===== config.mk =====
export PLATFORM = sky130hd
export DESIGN_NAME = dtb_ram
export DESIGN_NICKNAME = d
export VERILOG_FILES = /design/src/hw/rtl/dtb_ram.sv
export SDC_FILE = /design/constraint.sdc
export NUM_CORES = 1
export LEC_CHECK = 0
export ABC_AREA = 0
export BUFFER_PORTS_ARGS = -buffer_cell sky130_fd_sc_hd__buf_2
export CORE_ASPECT_RATIO = 0.9
export CORE_MARGIN = 2
export CORE_UTILIZATION = 35
export CTS_CLUSTER_DIAMETER = 80
export CTS_CLUSTER_SIZE = 10
export DETAILED_ROUTE_END_ITERATION = 10
export GPL_TIMING_DRIVEN = 0
export SYNTH_ARGS = -nofsm -noshare
export SYNTH_HDL_FRONTEND = slang
export SYNTH_SLANG_ARGS = --single-unit

===== constraint.sdc =====
create_clock -name clk -period 2.1 [get_ports clk]
set_input_delay 0.63 -clock clk [delete_from_list [all_inputs] [get_ports clk]]
set_output_delay 0.63 -clock clk [all_outputs]
set_load 0.02 [all_outputs]

===== src/hw/rtl/dtb_ram.sv =====
// generic simple dual-port ram with registered read
`default_nettype none
module dtb_ram #(
	parameter int W = 8,
	parameter int D = 16
) (
	input  wire logic                           clk,
	input  wire logic                           we,
	input  wire logic [(D > 1 ? $clog2(D) : 1)-1:0] waddr,
	input  wire logic [W-1:0]                   wdata,
	input  wire logic [(D > 1 ? $clog2(D) : 1)-1:0] raddr,
	output      logic [W-1:0]                   rdata
);
	logic [W-1:0] mem [D];

	// write port
	always_ff @(posedge clk) begin
		if (we) begin
			mem[waddr] <= wdata;
		end
	end

	// registered read port
	always_ff @(posedge clk) begin
		rdata <= mem[raddr];
	end
endmodule
`default_nettype wire


**Word-level counts from Yosys, hierarchy flattened**

Memory sizes are Yosys's and may differ from the RTL's. A register that Yosys moved wholly into a read port is not among the register bits.
Cells that the tools add are included.

- Mux-type cells: 2

Operator list:

| operator | number |
|---|---|
| $mux 1 | 2 |

- Memories: 1
- Output and inout port bits: 8
- Logic and storage cells: 3
- Memory bits (writable): 128
- Flip-flop bits (word level): 0

Memories:

| name | depth | width | rd ports | clocked after Yosys merged registers in | wr ports | RTL line | text |
|---|---|---|---|---|---|---|---|
| mem | 16 | 8 | 1 | 1 | 1 | 14 | `logic [W-1:0] mem [D];` |

**Longest topological paths before layout**

- Word-level depth: 2
- Mapped depth: 5
- Depth with buffers taken out: 3

**Worst setup path after synthesis**

OpenSTA, ideal clock, no wires.

- Path type: in2reg
- From: input waddr[2] (netlist name)
- To: memory mem[0][0] (enable)
- Data required time: 1.717 ns
- Cell stages on the path: 2
- Data arrival time: 1.740 ns
- Path slack: -0.023 ns
- Path through: or3b_2 > nor3_1

RTL lines:

| what | RTL line | text |
|---|---|---|
| start, declared | 9 | `input wire logic [(D > 1 ? $clog2(D) : 1)-1:0] waddr,` |
| end, declared | 14 |  |

Straight into the memory's write port.

**Worst setup path in the final report**

- From: input waddr[2] (netlist name)
- To: memory mem[1][6] (enable)

Straight into the memory's write port.

==> flow_summary.ini <==
[layout]
final_common_cell = edfxtp_1
fin_util_pct = 42.1
antenna_cells = 0
fillers = 1286
final_layout_size_suffix_gt1_share_pct = 30.5
area_delta_synth_final_pct = 19.0
final_cell_area_um2 = 6120
nets = 290
most-common-layout-cells = 128 x edfxtp_1, 27 x buf_2, 18 x mux4_2

[die]
dieArea_um2 = 15700
row_count = 42
die_y_um = 119
initial_core_util_pct = 35.4
coreArea_um2 = 14600
die_w_um = 132
ios = 26

[worst_setup_path]
regToRegSetupSlack_ps = 650
worstReg2RegEnd = rdata[0]
startpoint_type = input port
path_class = input port to register
r2r-start = mem[5][0]
cp_max_fo = 8
worstPathRequired_ps = 2140
arrival_ps = 1960
critical_path.endpoint_type = register
reg2reg_depth = 3

[hold_path]
min_from = wdata[5]
hold_path_class = input port to register
min_to = mem[14][5]
min_path_cells = 1

[timing]
min_period_ps = 1930
setup_viol = 0
skew_ps = 7.60
hold_viol_final = 0
min_period_over_period_pct = 91.8
maxSlewHeadroom_pct = 18.9
timing.fmax_mhz = 519
tightestPinTransition_ps = 1210
slew_violations = 0
rsz0062_at_grt = false

[cts]
cts_hold_buf = 0
cts.repair.resized = 0
htree_num_levels = 4
cts.sinks = 136
clk_latency_ps = 410
cts_tree = done
clk_pin_slew_ps = 60
cts-root-buf = clkbuf_16
post-cts-setup-buffers = 0
cts_buffers = 17
cts_max_path_buffers = 2

[routing]
routedWlPerCell_um = 20.6
first_pass_iters = 5
drcViolationCount = 0
vias_per_cell = 4.83
vias = 2335
drtAntennaViolNets = 0
drt_iter0_markers = 155
wl_mm = 9.96

[logic_synthesis]
syn-cell-area_um2 = 5150
yosys.area_share.simple_pct = 3.18
ys_top_cells_by_area = edfxtp_1 75%, mux4_2 7.9%, mux4_1 7.1%
ys_warn_count = 0
synthCells = 229
ys_ff_latch = 136
syn_nets = 247
ys_types = 19
synth_mux_area_share_pct = 15.0
synth_top_family_by_area = multiplexers
synth-xor-area-share_pct = 0
synth_compound_area_share_pct = 2.33
synth_seq_area_share_pct = 77.8
synth_fa_ha_area_share_pct = 0
netlist.area_leader.share_pct = 74.7
synth_top_cell_by_area = edfxtp_1
synth.avg_cell_area_um2 = 22.5

[global_route]
grt-ovfl-total = 0
grt_pass1_wl_mm = 15.1
grt_pass1_vias = 2417
antenna_found_initial = 0
grt_max_degree = 17
grt.total_usage_pct = 13.9

[placement]
dpl.hpwl_mm = 6.37
placed_cell_area_um2 = 5520
portBuffers = 24
globalplace.congestion = 0.677

[power_and_ir_drop]
vdd.ir_drop.worst_mv = 0.590
power.density_nw_per_um2 = 1030
p_leak_nw = 2.03
power_mw = 6.30

[status]
status = complete, no violations

[flow_run]
max-cap-violations = 0
## layer usage
metal | global-route usage [%] | vias to the layer above | wire [um]
li1 | - | 1065 | -
met1 | 19.2 | 1190 | 4660
met2 | 20.2 | 70 | 4550
met3 | 4.77 | 10 | 647
met4 | 5.50 | 0 | 99
met5 | 0 | - | 0
## worst max-delay path, stage by stage
cell    delay [ps]
buf_2          110
or3b_2         540
nor2_1         670
## cell usage after synthesis
master           number
nor2_1               13
buf_4                 1
mux4_2               18
nor2b_1               1
edfxtp_1            128
or3b_2                1
buf_2                 3
buf_6                 3
mux4_1               14
dfxtp_1               8
nand3_1               1
nor3_1                4
nand2b_1              2
nand2_1               9
and2_1                1
and2b_1               1
a22oi_1              16
nand3b_1              2
clkdlybuf4s25_2       3
## registers in the layout (all words and copies together), names as in the netlist
register  cells
rdata         8
mem         128
## power by group
part | leakage [nW] | switching, mW | internal, mW | total [mW]
clock network | 0.287 | 1.17 | 1.77 | 2.94
registers | 1.22 | 0.0127 | 3.03 | 3.05
logic | 0.517 | 0.191 | 0.121 | 0.311
## stage by stage
step / setup slack (ps) / setup TNS (ps) / std cells / hold slack, ps
after floorplan: 204 / 0 / 229 / 629
after global placement: -337 / -12550 / 451 / 662
after detailed placement: -376 / -14320 / 451 / 673
after CTS: 67.8 / 0 / 483 / 599
after global routing: 40.3 / 0 / 483 / 609
final: 173 / 0 / 483 / 612
## cell families (layout without fill, tap and decap cells)
group                  after synthesis  count (layout)
DFF                                136             136
and+or+nand+nor                     35              35
buffers and inverters               10              66
AOI/OAI and AO/OA                   16              16
muxes                               32              32
## cell type report
type / count / area (um2) / share of cell area (%)
well taps: 198 / 248 / 4.05
repair buffers: 24 / 120 / 1.96
clock buffers: 17 / 425 / 6.95
plain buffers: 10 / 86.3 / 1.41
multi-input cells: 83 / 1070 / 17.4
clock inverters: 15 / 173 / 2.82
flip-flops and latches: 136 / 4000 / 65.4
## how the worst max path moves through the flow
| stage | endpoint | depth (start not counted) | startpoint | slack (ps) |
|---|---|---|---|---|
| after floorplan | mem[3][0] | 2 | waddr[2] | 200 |
| after global routing | mem[4][2] | 3 | waddr[3] | 40 |
| final | mem[1][6] | 3 | waddr[2] | 170 |
| after CTS | mem[8][6] | 3 | waddr[2] | 70 |
| after detailed placement | mem[8][1] | 3 | waddr[2] | -380 |
| after global placement | mem[8][1] | 3 | waddr[2] | -340 |
(Power assumes the default switching activity.)
